## src/hw/rtl/alsppm_pkg.sv

```systemverilog
// shared types, constants and lookup tables for the alcohol ppm converter
`timescale 1ns / 1ps
`default_nettype none
package alsppm_pkg;

	localparam int MV_W       = 12;
	localparam int CONC_W     = 15;
	localparam int ZERO_W     = 17;
	localparam int PROD_W     = MV_W + CONC_W;
	localparam int ROM_POINTS = 22;
	localparam int ROM_IDX_W  = 5;
	localparam int CNT_W      = 4;

	localparam int CFG_ADDR_W = 3;
	localparam int CFG_DATA_W = 16;

	localparam logic [CFG_ADDR_W-1:0] REG_CAL_MIN      = 3'd0;
	localparam logic [CFG_ADDR_W-1:0] REG_CAL_MAX      = 3'd1;
	localparam logic [CFG_ADDR_W-1:0] REG_ZERO_OFFSET  = 3'd2;
	localparam logic [CFG_ADDR_W-1:0] REG_FACTORY_ZERO = 3'd3;
	localparam logic [CFG_ADDR_W-1:0] REG_BOOT_ZERO    = 3'd4;
	localparam logic [CFG_ADDR_W-1:0] REG_BOOT_VALID   = 3'd5;

	localparam logic [1:0] KEY_NONE  = 2'd0;
	localparam logic [1:0] KEY_SHORT = 2'd1;
	localparam logic [1:0] KEY_LONG  = 2'd2;

	localparam logic [1:0] LED_NONE    = 2'd0;
	localparam logic [1:0] LED_CAL_OK  = 2'd1;
	localparam logic [1:0] LED_FACTORY = 2'd2;

	localparam logic [2:0] ST_BELOW_ZERO  = 3'd0;
	localparam logic [2:0] ST_ABOVE_TOP   = 3'd1;
	localparam logic [2:0] ST_BELOW_FIRST = 3'd2;
	localparam logic [2:0] ST_INTERP      = 3'd3;
	localparam logic [2:0] ST_NOT_FOUND   = 3'd4;

	typedef struct packed {
		logic                 found;
		logic [ROM_IDX_W-1:0] idx;
	} srch_res_t;

	function automatic logic [MV_W-1:0] volt_rom(input logic [ROM_IDX_W-1:0] i);
		logic [MV_W-1:0] r;
		case (i)
			5'd0:  r = 12'd240;
			5'd1:  r = 12'd530;
			5'd2:  r = 12'd700;
			5'd3:  r = 12'd780;
			5'd4:  r = 12'd850;
			5'd5:  r = 12'd910;
			5'd6:  r = 12'd950;
			5'd7:  r = 12'd980;
			5'd8:  r = 12'd1000;
			5'd9:  r = 12'd1030;
			5'd10: r = 12'd1050;
			5'd11: r = 12'd1080;
			5'd12: r = 12'd1120;
			5'd13: r = 12'd1150;
			5'd14: r = 12'd1180;
			5'd15: r = 12'd1200;
			5'd16: r = 12'd1230;
			5'd17: r = 12'd1300;
			5'd18: r = 12'd1330;
			5'd19: r = 12'd1350;
			5'd20: r = 12'd1400;
			5'd21: r = 12'd1450;
			default: r = '0;
		endcase
		return r;
	endfunction

	function automatic logic [CONC_W-1:0] conc_rom(input logic [ROM_IDX_W-1:0] i);
		logic [CONC_W-1:0] r;
		case (i)
			5'd0:  r = 15'd0;
			5'd1:  r = 15'd500;
			5'd2:  r = 15'd1000;
			5'd3:  r = 15'd1500;
			5'd4:  r = 15'd2000;
			5'd5:  r = 15'd2500;
			5'd6:  r = 15'd3000;
			5'd7:  r = 15'd3500;
			5'd8:  r = 15'd4000;
			5'd9:  r = 15'd4500;
			5'd10: r = 15'd5000;
			5'd11: r = 15'd6000;
			5'd12: r = 15'd7000;
			5'd13: r = 15'd8000;
			5'd14: r = 15'd9000;
			5'd15: r = 15'd10000;
			5'd16: r = 15'd12000;
			5'd17: r = 15'd15000;
			5'd18: r = 15'd16000;
			5'd19: r = 15'd20000;
			5'd20: r = 15'd25000;
			5'd21: r = 15'd30000;
			default: r = '0;
		endcase
		return r;
	endfunction

endpackage
`default_nettype wire

```

## src/hw/rtl/alsppm_search.sv

```systemverilog
// sequential span search over the voltage table, one span per cycle
`timescale 1ns / 1ps
`default_nettype none
module alsppm_search
	import alsppm_pkg::*;
#(
	parameter int NPTS = 22
) (
	input  wire logic            clk,
	input  wire logic            arst_n,
	input  wire logic            start,
	input  wire logic [MV_W-1:0] v,
	output logic                 done,
	output srch_res_t            res
);

	localparam int IDX_W = (NPTS > 2) ? $clog2(NPTS) : 1;
	localparam logic [IDX_W-1:0] LAST_SPAN = IDX_W'(NPTS - 2);

	logic             busy_q;
	logic             done_q;
	logic [IDX_W-1:0] idx_q;
	srch_res_t        res_q;
	logic [MV_W-1:0]  lo, hi;
	logic             hit;

	assign lo  = volt_rom(ROM_IDX_W'(idx_q));
	assign hi  = volt_rom(ROM_IDX_W'(idx_q) + ROM_IDX_W'(1));
	assign hit = (v >= lo) && (v <= hi);

	always_ff @(posedge clk or negedge arst_n) begin
		if (!arst_n) begin
			busy_q <= 1'b0;
			done_q <= 1'b0;
			idx_q  <= '0;
		end else begin
			done_q <= 1'b0;
			if (start) begin
				busy_q <= 1'b1;
				idx_q  <= '0;
			end else if (busy_q) begin
				if (hit || idx_q == LAST_SPAN) begin
					busy_q <= 1'b0;
					done_q <= 1'b1;
				end else begin
					idx_q <= idx_q + IDX_W'(1);
				end
			end
		end
	end

	always_ff @(posedge clk) begin
		if (busy_q && !start) begin
			res_q.found <= hit;
			res_q.idx   <= ROM_IDX_W'(idx_q);
		end
	end

	assign done = done_q;
	assign res  = res_q;

endmodule
`default_nettype wire

```

## src/hw/rtl/alsppm_muldiv.sv

```systemverilog
// bit-serial shift-add multiply followed by restoring divide
`timescale 1ns / 1ps
`default_nettype none
module alsppm_muldiv
	import alsppm_pkg::*;
(
	input  wire logic              clk,
	input  wire logic              arst_n,
	input  wire logic              start,
	input  wire logic [CONC_W-1:0] mcand,
	input  wire logic [MV_W-1:0]   mplier,
	input  wire logic [MV_W-1:0]   divisor,
	output logic                   done,
	output logic [CONC_W-1:0]      quo
);

	typedef enum logic [3:0] {
		M_IDLE = 4'b0001,
		M_MUL  = 4'b0010,
		M_PREP = 4'b0100,
		M_DIV  = 4'b1000
	} md_state_t;

	localparam logic [CNT_W-1:0] MUL_LAST = CNT_W'(MV_W - 1);
	localparam logic [CNT_W-1:0] DIV_LAST = CNT_W'(CONC_W - 1);

	md_state_t         state_q;
	logic [CNT_W-1:0]  cnt_q;
	logic              done_q;
	logic [PROD_W-1:0] mcand_q;
	logic [MV_W-1:0]   mplr_q;
	logic [PROD_W-1:0] acc_q;
	logic [MV_W-1:0]   dvsr_q;
	logic [MV_W-1:0]   rem_q;
	logic [CONC_W-1:0] low_q;
	logic [CONC_W-1:0] quo_q;
	logic [MV_W:0]     trial;
	logic              qbit;

	assign trial = {rem_q, low_q[CONC_W-1]};
	assign qbit  = (trial >= {1'b0, dvsr_q});

	always_ff @(posedge clk or negedge arst_n) begin
		if (!arst_n) begin
			state_q <= M_IDLE;
			cnt_q   <= '0;
			done_q  <= 1'b0;
		end else begin
			done_q <= 1'b0;
			unique case (state_q)
				M_IDLE: begin
					if (start) begin
						state_q <= M_MUL;
						cnt_q   <= '0;
					end
				end
				M_MUL: begin
					if (cnt_q == MUL_LAST) begin
						state_q <= M_PREP;
					end
					cnt_q <= cnt_q + CNT_W'(1);
				end
				M_PREP: begin
					state_q <= M_DIV;
					cnt_q   <= '0;
				end
				M_DIV: begin
					if (cnt_q == DIV_LAST) begin
						state_q <= M_IDLE;
						done_q  <= 1'b1;
					end
					cnt_q <= cnt_q + CNT_W'(1);
				end
				default: state_q <= M_IDLE;
			endcase
		end
	end

	always_ff @(posedge clk) begin
		if (state_q == M_IDLE && start) begin
			mcand_q <= PROD_W'(mcand);
			mplr_q  <= mplier;
			dvsr_q  <= divisor;
			acc_q   <= '0;
		end
		if (state_q == M_MUL) begin
			if (mplr_q[0]) begin
				acc_q <= acc_q + mcand_q;
			end
			mcand_q <= {mcand_q[PROD_W-2:0], 1'b0};
			mplr_q  <= {1'b0, mplr_q[MV_W-1:1]};
		end
		if (state_q == M_PREP) begin
			rem_q <= acc_q[PROD_W-1:CONC_W];
			low_q <= acc_q[CONC_W-1:0];
		end
		if (state_q == M_DIV) begin
			rem_q <= qbit ? MV_W'(trial - {1'b0, dvsr_q}) : trial[MV_W-1:0];
			low_q <= {low_q[CONC_W-2:0], 1'b0};
			quo_q <= {quo_q[CONC_W-2:0], qbit};
		end
	end

	assign done = done_q;
	assign quo  = quo_q;

endmodule
`default_nettype wire

```

## src/hw/rtl/alcohol_sensor_ppm_lookup.sv

```systemverilog
// top level of the sensor voltage to alcohol concentration converter
//
// usage: one item per transfer on the s_ channel carries a key event, a
// calibration sample and the sensor voltage; one result per item leaves on
// the m_ channel. configuration registers are written through cfg_we,
// cfg_addr and cfg_wdata; the user must write them while the block is idle,
// which the block itself does not enforce. readings that clamp (at or below
// zero, at or above the top point, below the first point) go straight to the
// output register once it is free. readings that interpolate search the table
// one span per cycle, then pass through the multiply, a setup step and the
// divide, one bit per step, before the output register. the block takes one
// item at a time; s_tready is high only while no item is in work, so the next
// item can be taken in the cycle after a result enters the output register,
// even while that result still waits there.
// reset: the control state and configuration registers return to their
// defaults, the zero voltage is 240 mV and the output register is empty; the
// result payload registers are not reset. when the receiver stalls, the result
// is held in the output register and a finished next result waits in the block.
`timescale 1ns / 1ps
`default_nettype none
module alcohol_sensor_ppm_lookup
	import alsppm_pkg::*;
#(
	parameter int TABLE_POINTS = 22
) (
	input  wire logic                  clk,
	input  wire logic                  arst_n,
	input  wire logic                  s_tvalid,
	output logic                       s_tready,
	input  wire logic [31:0]           s_tdata,  // key_event, cal_sample_mv, sample_mv
	output logic                       m_tvalid,
	input  wire logic                  m_tready,
	output logic [39:0]                m_tdata,  // concentration_cppm, range_status,
	                                             // save_request, saved_zero_mv, led_code
	input  wire logic                  cfg_we,
	input  wire logic [CFG_ADDR_W-1:0] cfg_addr,
	input  wire logic [CFG_DATA_W-1:0] cfg_wdata
);

	localparam int NPTS = (TABLE_POINTS > ROM_POINTS) ? ROM_POINTS :
	                      ((TABLE_POINTS < 2) ? 2 : TABLE_POINTS);
	localparam logic [MV_W-1:0]   V_TOP = volt_rom(ROM_IDX_W'(NPTS - 1));
	localparam logic [CONC_W-1:0] C_TOP = conc_rom(ROM_IDX_W'(NPTS - 1));
	localparam logic [MV_W-1:0]   V_FIRST = volt_rom(ROM_IDX_W'(0));
	localparam logic [CONC_W-1:0] C_FIRST = conc_rom(ROM_IDX_W'(0));

	typedef enum logic [3:0] {
		S_IDLE = 4'b0001,
		S_SRCH = 4'b0010,
		S_MDIV = 4'b0100,
		S_OUT  = 4'b1000
	} state_t;

	state_t              state_q;
	logic [MV_W-1:0]     cal_min_q, cal_max_q, factory_zero_q;
	logic [7:0]          offset_q;
	logic [15:0]         boot_zero_q;
	logic                boot_valid_q;
	logic [ZERO_W-1:0]   zero_q;

	logic [MV_W-1:0]     v_q;
	logic [CONC_W-1:0]   conc_q;
	logic [CONC_W-1:0]   base_q;
	logic [2:0]          status_q;
	logic                save_q;
	logic [MV_W-1:0]     saved_q;
	logic [1:0]          led_q;

	logic                out_valid_q;
	logic [39:0]         out_data_q;

	logic [1:0]          in_key;
	logic [MV_W-1:0]     in_cal, in_v;
	logic                accept;
	logic                cal_ok;

	logic                srch_start, srch_done;
	srch_res_t           srch_res;
	logic [MV_W-1:0]     span_lo, span_hi;
	logic [CONC_W-1:0]   span_c0, span_c1;
	logic                md_start, md_done, md_skip;
	logic [CONC_W-1:0]   md_quo;
	logic                out_free;

	assign in_key   = s_tdata[1:0];
	assign in_cal   = s_tdata[13:2];
	assign in_v     = s_tdata[25:14];
	assign s_tready = (state_q == S_IDLE);
	assign accept   = s_tvalid && s_tready;
	assign cal_ok   = (in_cal >= cal_min_q) && (in_cal <= cal_max_q);
	assign out_free = !out_valid_q || m_tready;

	assign span_lo = volt_rom(srch_res.idx);
	assign span_hi = volt_rom(srch_res.idx + ROM_IDX_W'(1));
	assign span_c0 = conc_rom(srch_res.idx);
	assign span_c1 = conc_rom(srch_res.idx + ROM_IDX_W'(1));
	assign md_skip = (span_hi == span_lo) || (span_c1 < span_c0);

	assign srch_start = accept && ({5'd0, in_v} > zero_q) && (in_v < V_TOP)
	                    && (in_v >= V_FIRST);
	assign md_start   = (state_q == S_SRCH) && srch_done && srch_res.found && !md_skip;

	alsppm_search #(
		.NPTS(NPTS)
	) u_search (
		.clk   (clk),
		.arst_n(arst_n),
		.start (srch_start),
		.v     (v_q),
		.done  (srch_done),
		.res   (srch_res)
	);

	alsppm_muldiv u_muldiv (
		.clk    (clk),
		.arst_n (arst_n),
		.start  (md_start),
		.mcand  (span_c1 - span_c0),
		.mplier (v_q - span_lo),
		.divisor(span_hi - span_lo),
		.done   (md_done),
		.quo    (md_quo)
	);

	// configuration registers and zero voltage
	always_ff @(posedge clk or negedge arst_n) begin
		if (!arst_n) begin
			cal_min_q      <= 12'd100;
			cal_max_q      <= 12'd500;
			offset_q       <= 8'd10;
			factory_zero_q <= 12'd240;
			boot_zero_q    <= 16'd0;
			boot_valid_q   <= 1'b0;
			zero_q         <= 17'd240;
		end else begin
			if (cfg_we) begin
				unique case (cfg_addr)
					REG_CAL_MIN:      cal_min_q <= cfg_wdata[MV_W-1:0];
					REG_CAL_MAX:      cal_max_q <= cfg_wdata[MV_W-1:0];
					REG_ZERO_OFFSET:  offset_q <= cfg_wdata[7:0];
					REG_FACTORY_ZERO: factory_zero_q <= cfg_wdata[MV_W-1:0];
					REG_BOOT_ZERO:    boot_zero_q <= cfg_wdata;
					REG_BOOT_VALID: begin
						boot_valid_q <= cfg_wdata[0];
						if (cfg_wdata[0]) begin
							zero_q <= {1'b0, boot_zero_q} + {9'd0, offset_q};
						end
					end
					default: ;
				endcase
			end else if (accept) begin
				if (in_key == KEY_SHORT && cal_ok) begin
					zero_q <= {5'd0, in_cal} + {9'd0, offset_q};
				end else if (in_key == KEY_LONG) begin
					zero_q <= {5'd0, factory_zero_q};
				end
			end
		end
	end

	// control
	always_ff @(posedge clk or negedge arst_n) begin
		if (!arst_n) begin
			state_q     <= S_IDLE;
			out_valid_q <= 1'b0;
		end else begin
			if (m_tready) begin
				out_valid_q <= 1'b0;
			end
			unique case (state_q)
				S_IDLE: begin
					if (accept) begin
						state_q <= srch_start ? S_SRCH : S_OUT;
					end
				end
				S_SRCH: begin
					if (srch_done) begin
						state_q <= md_start ? S_MDIV : S_OUT;
					end
				end
				S_MDIV: begin
					if (md_done) begin
						state_q <= S_OUT;
					end
				end
				S_OUT: begin
					if (out_free) begin
						out_valid_q <= 1'b1;
						state_q     <= S_IDLE;
					end
				end
				default: state_q <= S_IDLE;
			endcase
		end
	end

	// result payload
	always_ff @(posedge clk) begin
		if (accept) begin
			v_q <= in_v;
			save_q  <= 1'b0;
			saved_q <= '0;
			led_q   <= LED_NONE;
			if (in_key == KEY_SHORT && cal_ok) begin
				save_q  <= 1'b1;
				saved_q <= in_cal;
				led_q   <= LED_CAL_OK;
			end else if (in_key == KEY_LONG) begin
				save_q  <= 1'b1;
				saved_q <= factory_zero_q;
				led_q   <= LED_FACTORY;
			end
			if ({5'd0, in_v} <= zero_q) begin
				conc_q   <= C_FIRST;
				status_q <= ST_BELOW_ZERO;
			end else if (in_v >= V_TOP) begin
				conc_q   <= C_TOP;
				status_q <= ST_ABOVE_TOP;
			end else begin
				conc_q   <= '0;
				status_q <= ST_BELOW_FIRST;
			end
		end
		if (state_q == S_SRCH && srch_done) begin
			base_q <= span_c0;
			if (!srch_res.found) begin
				conc_q   <= C_TOP;
				status_q <= ST_NOT_FOUND;
			end else begin
				conc_q   <= span_c0;
				status_q <= ST_INTERP;
			end
		end
		if (state_q == S_MDIV && md_done) begin
			conc_q <= base_q + md_quo;
		end
		if (state_q == S_OUT && out_free) begin
			out_data_q <= {7'd0, led_q, saved_q, save_q, status_q, conc_q};
		end
	end

	assign m_tvalid = out_valid_q;
	assign m_tdata  = out_data_q;

endmodule
`default_nettype wire

```

## config.mk

```make
export PLATFORM = sky130hd
export DESIGN_NAME = alcohol_sensor_ppm_lookup
export DESIGN_NICKNAME = d
export VERILOG_FILES = /design/src/hw/rtl/alsppm_pkg.sv /design/src/hw/rtl/alsppm_search.sv /design/src/hw/rtl/alsppm_muldiv.sv /design/src/hw/rtl/alcohol_sensor_ppm_lookup.sv
export SDC_FILE = /design/constraint.sdc
export NUM_CORES = 1
export LEC_CHECK = 0
export BUFFER_PORTS_ARGS = -buffer_cell sky130_fd_sc_hd__clkbuf_2
export CAP_MARGIN = 25
export CORE_MARGIN = 4
export CORE_UTILIZATION = 46
export DETAILED_ROUTE_END_ITERATION = 8
export PLACE_DENSITY = 0.65
export SYNTH_ARGS = -nofsm -noshare
export SYNTH_HDL_FRONTEND = slang
export SYNTH_SLANG_ARGS = --single-unit
```

## constraint.sdc

```tcl
create_clock -name clk -period 6.8 [get_ports clk]
set_input_delay 0.68 -clock clk [delete_from_list [all_inputs] [get_ports clk]]
set_output_delay 0.68 -clock clk [all_outputs]
set_load 0.05 [all_outputs]
```

* After elaboration in Yosys (flattened, before gate mapping)
Memory sizes are Yosys's and may differ from the RTL's. A register that Yosys moved wholly into a read port is not among the register bits.
Cells that the tools add are included.
** Storage, ports and cells
- Memory bits (writable) :: 0
- Memories kept :: 6
- Output and inout bits :: 42
- Bits in read-only memories :: 2112
- Bits in registers :: 317
- Bits in latches :: 0
- Input port bits :: 56
** Memory list
- (no name shown) :: depth 32, bits a word 13, read ports 1, clocked after memory_dff 0, wr ports 0, RTL line alsppm_pkg.sv:75 : case (i)
- (no name shown) :: depth 32, bits a word 13, read ports 1, clocked after memory_dff 1, wr ports 0, RTL line alsppm_pkg.sv:75
- (no name shown) :: depth 32, bits a word 10, read ports 1, clocked after memory_dff 0, wr ports 0, RTL line alsppm_pkg.sv:45 : case (i)
- (no name shown) :: depth 32, bits a word 10, read ports 1, clocked after memory_dff 1, wr ports 0, RTL line alsppm_pkg.sv:45
- (no name shown) :: depth 32, bits a word 10, read ports 1, clocked after memory_dff 0, wr ports 0, RTL line alsppm_pkg.sv:45
- (no name shown) :: depth 32, bits a word 10, read ports 1, clocked after memory_dff 0, wr ports 0, RTL line alsppm_pkg.sv:45
** Operators by class
- Add/sub/neg operators :: 11
- Muxes and demuxes :: 62
- Bitwise operators :: 0
- Equality and inequality tests :: 29
- $lt $le $gt $ge :: 11
- Shift operators :: 0
- Divide/modulo/power cells :: 0
- Reductions and logical operators :: 40
- $mul :: 0
** Operator list (count)
- $mux 27 :: 5
- $mux 15 :: 8
- $mux 17 :: 6
- $mux 12 :: 5
- $mux 4 :: 10
- $sub 12x12->12 :: 3
- $pmux 4 s4 :: 2
- $add 27x27->27 :: 1
- $mux 5 :: 5
- $ge 12x12->1 :: 2
- $le 12x12->1 :: 2
- $mux 11 :: 2
- $add 16x8->17 :: 1
- $gt 12x17->1 :: 1
- $le 12x17->1 :: 1
- $eq 4x4->1 const B :: 4
- $add 15x15->15 :: 1
- $lt 15x15->1 :: 1
- $sub 15x15->15 :: 1
- $logic_and 1x1->1 :: 14
- $ne 2x1->1 const B :: 7
- $reduce_and 2->1 :: 7
- $add 12x8->13 :: 1
- $ge 13x12->1 :: 1
- 28 further kinds :: 62

* Logic depth before layout (Yosys ltp)
Gate-level depths: netlist (run 1).
An unclocked memory read counts as a cell.
- Word-level depth :: 10
- Mapped depth :: 21

* Hierarchy
A second synthesis (run 1) with hierarchy kept.
** Unflattened totals
- Cell total of the unflattened synthesis :: 2172
- Area total of the unflattened synthesis :: 20935.1 µm²
** By module, submodules not included
- alcohol_sensor_ppm_lookup :: cells an instance 1278, sequential area each 4809.6 µm², area an instance 12064.1 µm², instances 1
- alsppm_muldiv :: cells an instance 652, sequential area each 3529.6 µm², area an instance 6949.2 µm², instances 1
- alsppm_search :: cells an instance 242, sequential area each 355.3 µm², area an instance 1921.8 µm², instances 1

* Worst setup path before layout (run 1)
No wires, ideal clock.
- Path kind :: reg-to-reg
- From :: register u_search.res_q (netlist bit u_search.res[1])
- To :: register u_muldiv.mcand_q[10], enable pin
- Data required time :: 6.321 ns
- Arrival :: 5.870 ns
- Path slack :: 0.451 ns
- Library setup time :: 0.479 ns
- Stages on the path, launching flop included :: 17
- Cells stage by stage :: edfxtp_1 -> clkbuf_1 -> nand3_1 -> xor2_1 -> clkbuf_1 -> buf_1 -> a21oi_1 -> o22ai_1 -> ha_1 -> nor2b_1 -> o21a_1 -> o21ai_0 -> a21oi_1 -> a211oi_1 -> o21bai_1 -> nand2_1 -> o21ai_0
** On the way
- Cells in the longest elaborated chain, start to end :: 8
- Elaborated cells between the ends (all ways) :: 10
** Ends and longest elaborated chain
- start, declared :: RTL line alsppm_search.sv:23 : srch_res_t res_q;
- $add 5x1->5 * :: RTL line alcohol_sensor_ppm_lookup.sv:94, alcohol_sensor_ppm_lookup.sv:96
- $mem_v2 32x13 / $mem_v2 32x10 (equally long branches)
- $lt 15x15->1 / $eq 12x12->1 (equally long branches) :: RTL line alcohol_sensor_ppm_lookup.sv:97 : assign md_skip = (span_hi == span_lo) || (span_c1 < span_c0);
- $logic_or 1x1->1 * :: RTL line alcohol_sensor_ppm_lookup.sv:97
- $logic_not 1->1 * :: RTL line alcohol_sensor_ppm_lookup.sv:101 : assign md_start = (state_q == S_SRCH) && srch_done && srch_res.found && !md_skip;
- $logic_and 1x1->1 * :: RTL line alcohol_sensor_ppm_lookup.sv:101
- $logic_and 1x1->1 * :: RTL line alsppm_muldiv.sv:80 : if (state_q == M_IDLE && start) begin
- $reduce_bool 2->1 (no source line) *
- end signal, assigned :: RTL line alsppm_muldiv.sv:81 : mcand_q <= PROD_W'(mcand);
- end signal, assigned :: RTL line alsppm_muldiv.sv:90 : mcand_q <= {mcand_q[PROD_W-2:0], 1'b0};
- end, declared :: RTL line alsppm_muldiv.sv:30 : logic [PROD_W-1:0] mcand_q;
Mark *: on every way between the ends. The rest lies on a longest branch, timed or not.
A chain may end at the register's enable or synchronous reset.

* Worst setup path in the final report (run 1)
- From :: register u_search.res_q (netlist bit u_search.res[1])
- To :: register u_muldiv.acc_q[0], data pin
** On the way
- Cells in the longest elaborated chain, start to end :: 10
- Elaborated cells between the ends (all ways) :: 12
** Ends and longest elaborated chain
- $add 5x1->5 * :: RTL line alcohol_sensor_ppm_lookup.sv:94, alcohol_sensor_ppm_lookup.sv:96
- $mem_v2 32x13 / $mem_v2 32x10 (equally long branches)
- $lt 15x15->1 / $eq 12x12->1 (equally long branches) :: RTL line alcohol_sensor_ppm_lookup.sv:97
- $logic_or 1x1->1 * :: RTL line alcohol_sensor_ppm_lookup.sv:97
- $logic_not 1->1 * :: RTL line alcohol_sensor_ppm_lookup.sv:101
- $logic_and 1x1->1 * :: RTL line alcohol_sensor_ppm_lookup.sv:101
- $logic_and 1x1->1 * :: RTL line alsppm_muldiv.sv:80
- $mux 27 * :: RTL line alsppm_muldiv.sv:80
- $mux 27 :: RTL line alsppm_muldiv.sv:87 : if (mplr_q[0]) begin
- $mux 27 * :: RTL line alsppm_muldiv.sv:86 : if (state_q == M_MUL) begin
- end signal, assigned :: RTL line alsppm_muldiv.sv:88 : acc_q <= acc_q + mcand_q;
- end, declared :: RTL line alsppm_muldiv.sv:32 : logic [PROD_W-1:0] acc_q;
Marked as above.

==> flow_summary_export.csv, run 1 <==
group,metric,value,unit
run_status,status,"finished clean",
min_path,holdCritStartpoint,"s_tdata[14]",
cells_and_area,nNetsFinal,2427,
cells_and_area,nFillCells,4007,
sta,maxSlewViolCount,0,
setup_path,max_stage_delay,0.68,ns
clocking,cts_root_buf,"clkbuf_16",
grt,grtUsageMet1,0.2916,
routing,routedWlPerCell,18.14,µm
synth,syn_area,0.02073,mm²
cells_and_area,syn2layout_area_growth,11.11,%
routing,antenna_left,0,
synth,yosysSeqAreaShare,0.4387,
clocking,cts_setup_buffers,0,
sta,fin_skew,0.01278,ns
setup_path,critical_path.startpoint_type,"flop",
die,initial_core_util,0.4668,
clocking,cts_tree,"yes",
sta,period_needed,5.114,ns
power,leakagePower,9.633,nW
grt,grt_max_degree,78,
sta,max_slew_margin,0.2672,
sta,fmax,195.5,MHz
setup_path,cp.arrival,5.54,ns
placed_design,io_buffers,84,
clocking,cts_buffers,39,
synth,synth.avg_cell_area,9.793,µm²
setup_path,cpMostUsedCell,"buf_4",
setup_path,r2r_slack,1.69,ns
min_path,min-delay-path-class,"input port to flop",
synth,yosysWarnings,0,
sta,period_share,0.7521,
synth,syn_inst,2117,
grt,grt_pass1_wl,81300,µm
clocking,htree_levels,2,
die,die_x,220.3,µm
synth,synth_edf_count,187,
clocking,clkTransAtPathRegs,0.06,ns
die,die_y,220.3,µm
sta,setup-tns-final,0,ns
clocking,ctsResizeCount,0,
die,dieArea,0.04853,mm²
synth,ys_ff_latch,335,
synth,synth_area_leaders,"edfxtp_1 (27%), ha_1 (11%), dfrtp_1 (9.3%)",
cells_and_area,multi_input_area,0.01069,mm²
setup_path,path_class,"flop to flop",
synth,synthArstFlopShare,0.2925,
cells_and_area,register_area,0.009095,mm²
power,power_density,399.6,mW/mm²
sta,max_slew.worst_pin.slew,1.095,ns
job,drv_cap,0,
setup_path,cp_slowest_cell,"edfxtp_1",
routing,drc,0,
clocking,clkSinkCount,335,
grt,busiest_layer,"met2",
clocking,ctsLongestPathBuffers,3,
sta,finalHoldViolations,0,
grt,overflow,0,
synth,synth_top_area_frac,0.2709,
die,core_area,0.04441,mm²
setup_path,critPathRequiredTime,7.23,ns
power,ir_drop,0.2194,mV
cells_and_area,diodes,0,
cells_and_area,final_cell_mix,"nand2_1 (195), edfxtp_1 (187), ha_1 (181)",
grt,gr-usage-met3,0.02664,
setup_path,cp_max_fo,23,
grt,use_met2,0.3354,
grt,grt_pass1_vias,15400,
routing,firstDrtPassIters,5,
cells_and_area,layout_commonest_cell,"nand2_1",
synth,synth_cell_types,84,
placed_design,place.gp.congestion,0.9002,
setup_path,endpoint_kind,"flop",
synth,yosys.area.top_type,"edfxtp_1",
routing,first_iter_violations,1498,
placed_design,hpwl,37570,µm
sta,rsz0062_at_grt,"false",
cells_and_area,layout-drive-gt1-share,0.1207,
grt,track_usage,0.2078,
sta,setup_viol,0,
routing,viasPerCell,5.710,
die,num_io_pins,98,
synth,synth_flop_cell,"edfxtp_1",
clocking,clk_latency,0.56,ns
setup_path,r2r-start,"u_search.res[1]$_DFFE_PP_",
die,rows,77,
grt,antenna_found_initial,0,
routing,routed-via-count,16020,
setup_path,crit_chain,"nand3_1, xor2_1, buf_4, nand2_1, o22ai_1, ha_1, nor2b_1, o21a_1, o21ai_0, a21oi_1, a211oi_1, o31ai_4, buf_4, nor2_1, and2_1",
setup_path,cp-startpoint,"u_search.res[1]$_DFFE_PP_",
sta,whs,0.3170,ns
routing,finalWirelength,50890,µm
-- cells in the mapped netlist (all sizes together) (5+ instances only) --
cell type / number
nand2: 195
edfxtp: 187
ha: 181
o21ai: 156
nor2: 154
inv: 150
a21oi: 144
dfrtp: 77
clkbuf: 67
xnor2: 53
dfxtp: 50
nor3: 50
mux2: 49
a21o: 46
o22ai: 43
nand3: 35
xor2: 33
and3: 29
buf: 29
mux2i: 28
nor2b: 28
a22o: 27
a211oi: 23
o21a: 22
a31oi: 21
dfstp: 21
nand2b: 21
nand4: 21
o31ai: 16
a21boi: 14
o211ai: 12
and2: 11
or3: 11
fa: 8
a22oi: 6
o32ai: 6
a211o: 5
a221oi: 5
o21bai: 5
o221ai: 5
-- registers in the layout (all words and copies together), names as in the netlist, 15 cells and up --
| signal | count |
|---|---|
| u_muldiv.acc_q | 27 |
| u_muldiv.mcand_q | 25 |
| u_muldiv.low_q | 15 |
| conc_q | 15 |
| m_tdata | 33 |
| boot_zero_q | 16 |
| zero_q | 17 |
| u_muldiv.quo | 15 |
-- through the flow --
| step | area, µm² | cells | util | worst slack [ns] | power [mW] |
|---|---|---|---|---|---|
| 2_1_floorplan | 20750 | 2123 | - | 0.4509 | 6.069 |
| 3_3_place_gp | 21690 | 2725 | 0.4884 | 1.748 | 7.036 |
| 3_5_place_dp | 21750 | 2729 | 0.4896 | 1.807 | 7.167 |
| 4_1_cts | 22990 | 2802 | 0.5177 | 1.760 | 9.252 |
| 5_1_grt | 23030 | 2805 | 0.5186 | 1.226 | 9.898 |
| 6_report | 23030 | 2805 | 0.5186 | 1.686 | 9.204 |
-- critical path, delay by kind of cell (launching register included) --
kind	cells	cell delay (ns)
fa+ha+maj	1	0.30
simple gates	5	1.34
flops	1	0.68
xor+xnor	1	0.46
compound gates	6	1.60
buf+inv	2	0.57
-- per-layer routing --
metal	up-vias	wire, µm	share of wire
li1	7833	-	-
met1	7718	23390	0.46
met2	378	23680	0.47
met3	87	2383	0.047
met4	0	1431	0.028
met5	-	0	0
-- report_power, final --
group	switching (mW)	internal, mW	leakage (nW)	total [mW]
logic	2.57	1.66	5.79	4.23
registers	0.264	2.67	3.24	2.94
clock network	0.848	1.19	0.602	2.04
total	3.68	5.52	9.63	9.20
-- path summary, 6_finish.rpt --
path                                                 end  cells after the start
hold reg to reg                    m_tdata[22]$_DFFE_PP_                      0
min in group asynchronous  u_search.idx_q[4]$_DFFE_PN0P_                      2
hold / removal                          v_q[0]$_DFFE_PP_                      1
setup reg to reg             u_muldiv.acc_q[0]$_DFFE_PP_                     15
max in group asynchronous          zero_q[7]$_DFFE_PN1P_                      4
setup / recovery             u_muldiv.acc_q[0]$_DFFE_PP_                     15
-- logic make-up (layout without fill, tap and decap cells) --
group,Yosys count,count (layout),share of synthesized area
buffers and inverters,249,339,0.04931
AND/OR/NAND/NOR,579,579,0.1304
flip-flops,335,335,0.4387
multiplexers,79,79,0.04231
other,1,7,0.0001809
AO/OA/AOI/OAI,599,599,0.1858
XOR/XNOR,86,86,0.03633
adder cells (fa/ha/maj),189,189,0.1170
-- final cells by class --
cell class	instances	share of cell area
inverters	153	0.02493
multi-input cells	1539	0.4641
flip-flops and latches	335	0.3948
clock inverters	12	0.004671
repair buffers	114	0.03031
clock buffers	60	0.04894
well taps	592	0.03216
-- what timing repair did --
item	CTS	global route
hold buffers	1	0
setup endpoints to repair	0	0
hold endpoints to repair	6	0
(Power assumes the default switching activity.)
==> inputs of run 2 (changes only) <==
--- a/config.mk
+++ b/config.mk
@@ -10,7 +10,7 @@
 export CORE_MARGIN = 4
 export CORE_UTILIZATION = 46
 export DETAILED_ROUTE_END_ITERATION = 8
-export PLACE_DENSITY = 0.65
+export PLACE_DENSITY = 0.63
 export SYNTH_ARGS = -nofsm -noshare
 export SYNTH_HDL_FRONTEND = slang
 export SYNTH_SLANG_ARGS = --single-unit
==> constraint.sdc (replaced) <==
create_clock -name clk -period 5.4 [get_ports clk]
set_input_delay 0.54 -clock clk [delete_from_list [all_inputs] [get_ports clk]]
set_output_delay 0.54 -clock clk [all_outputs]
set_load 0.05 [all_outputs]
==> flow_summary_export.csv, run 2 (same netlist as run 1, synthesis figures left out) <==
group,metric,value,unit
grt,grt_max_degree,54,
grt,overflow,0,
routing,first_iter_violations,1211,
cells_and_area,multi_input_area,0.01069,mm²
sta,fin_skew,0.01223,ns
setup_path,r2r-end,"u_muldiv.mplr_q[1]$_DFFE_PP_",
setup_path,cp.arrival,5.06,ns
routing,drc,0,
cells_and_area,largest_reg_flops,33,
setup_path,critPathRequiredTime,5.58,ns
grt,grt_pass1_vias,15200,
min_path,min-delay-path-class,"input port to async pin",
clocking,clkSinkCount,335,
die,initial_core_util,0.4668,
setup_path,path_class,"flop to flop",
sta,maxSlewViolCount,0,
cells_and_area,layout-drive-gt1-share,0.1299,
cells_and_area,final-instance-count-excl-fill,2817,
routing,finalWirelength,50780,µm
die,die_x,220.3,µm
die,rows,77,
die,num_io_pins,98,
clocking,hold_buffers,0,
power,swShare,0.3999,
routing,met2_wirelength,22960,µm
setup_path,path_buf_inv,3,
routing,wl_met3,2522,µm
clocking,cts_buffers,39,
die,core_area,0.04441,mm²
power,power_density,501.4,mW/mm²
setup_path,r2r_slack,0.53,ns
sta,finalHoldViolations,0,
clocking,clk_latency,0.55,ns
setup_path,crit_chain,"ha_1, inv_1, ha_1, inv_1, o21ai_0, nor2_1, a31oi_1, o22ai_1, ha_1, o21ai_0, a21oi_1, a211oi_1, o21bai_1, nand2_1, o21ai_4, buf_4",
setup_path,r2r-start,"u_search.res[0]$_DFFE_PP_",
grt,track_usage,0.2075,
run_status,status,"finished clean",
cells_and_area,syn2layout_area_growth,11.41,%
sta,max_slew_margin,0.3419,
power,leakagePower,9.676,nW
sta,fmax,205.1,MHz
setup_path,cp_num_cells,16,
cells_and_area,layout_commonest_cell,"nand2_1",
setup_path,cpMostUsedCell,"ha_1",
power,p_seq_frac,0.314,
clocking,htree_levels,2,
routing,viasPerCell,5.670,
cells_and_area,nNetsFinal,2439,
routing,highest_layer,"met4",
cells_and_area,diodes,0,
routing,routedWlPerCell,18.03,µm
die,die_y,220.3,µm
setup_path,cp_slowest_cell,"ha_1",
placed_design,io_buffers,84,
power,ir_drop,0.2571,mV
cells_and_area,final_cell_mix,"nand2_1 (195), edfxtp_1 (187), ha_1 (181)",
clocking,ctsLongestPathBuffers,3,
job,drv_cap,0,
setup_path,endpoint_kind,"flop",
setup_path,reg2reg_depth,16,
grt,grt_pass1_wl,81310,µm
clocking,clkTransAtPathRegs,0.06,ns
sta,period_needed,4.875,ns
power,internal-power,6.949,mW
sta,setup_viol,0,
routing,wl_met1,23730,µm
sta,period_share,0.9027,
setup_path,cp_max_fo,36,
power,switchingPower,4.630,mW
routing,routed-via-count,15970,
die,dieArea,0.04853,mm²
sta,max_slew.worst_pin.slew,0.9871,ns
sta,setup-tns-final,0,ns
clocking,ctsResizeCount,0,
clocking,cts_root_buf,"clkbuf_16",
grt,antenna_found_initial,0,
sta,rsz0062_at_grt,"false",
setup_path,cp_top_family,"compound AO/OA/AOI/OAI gates",
setup_path,critical_path.startpoint_type,"flop",
setup_path,max_stage_delay,0.64,ns
power,clkPwrFrac,0.222,
clocking,cts_setup_buffers,0,
power,pwr-share-comb,0.463,
routing,antenna_left,0,
placed_design,hpwl,37570,µm
routing,firstDrtPassIters,7,
cells_and_area,register_area,0.009095,mm²
placed_design,dp.cells,2745,
placed_design,place.gp.congestion,0.8987,
cells_and_area,nFillCells,3998,
clocking,cts_tree,"yes",
run 2: layout make-up:
cell class,instances,area share
Timing Repair Buffer,126,0.03213
Tap cell,592,0.03207
Multi-Input combinational cell,1539,0.4629
Clock buffer,48,0.04507
Inverter,153,0.02487
Clock inverter,24,0.009155
Sequential cell,335,0.3938
run 2: how the worst max path moves through the flow:
| stage | from | endpoint |
|---|---|---|
| final | u_search.res[0]$_DFFE_PP_ | u_muldiv.mplr_q[1]$_DFFE_PP_ |
| after global routing | u_search.res[0]$_DFFE_PP_ | u_muldiv.mplr_q[1]$_DFFE_PP_ |
| after CTS | u_search.res[1]$_DFFE_PP_ | u_muldiv.mplr_q[1]$_DFFE_PP_ |
| after detailed placement | u_search.res[1]$_DFFE_PP_ | u_muldiv.mplr_q[10]$_DFFE_PP_ |
| after global placement | u_search.res[0]$_DFFE_PP_ | u_muldiv.mcand_q[22]$_SDFFCE_PN0P_ |
| after floorplan | u_search.res[1]$_DFFE_PP_ | u_muldiv.mcand_q[10]$_DFFE_PP_ |
run 2: power groups by stage:
stage	sequential (mW)	combinational (mW)	clock, mW
final	3.64	5.37	2.57
after global routing	3.69	6.02	2.76
after CTS	3.64	5.33	2.64
after detailed placement	3.69	5.29	0
after global placement	3.68	5.21	0
after floorplan	3.68	3.96	0
run 2: layer usage:
| layer | vias to the layer above | GRT usage |
|---|---|---|
| li1 | 7842 | - |
| met1 | 7640 | 0.2973 |
| met2 | 404 | 0.3258 |
| met3 | 87 | 0.02705 |
| met4 | 0 | 0.07159 |
| met5 | - | 0 |
run 2: through the flow:
step                cell area [µm²]  utilization  setup WS, ns  hold slack, ns  total power [mW]
floorplan                     20750            -       0.02531          0.2444             7.643
global placement              21820       0.4914        0.7255          0.4010             8.887
detailed placement            21840       0.4918        0.6117          0.4045             8.985
CTS                           23100       0.5200        0.5958         0.02436             11.61
global route                  23100       0.5200        0.1680         0.06172             12.47
finish                        23100       0.5200        0.5254         0.02766             11.58
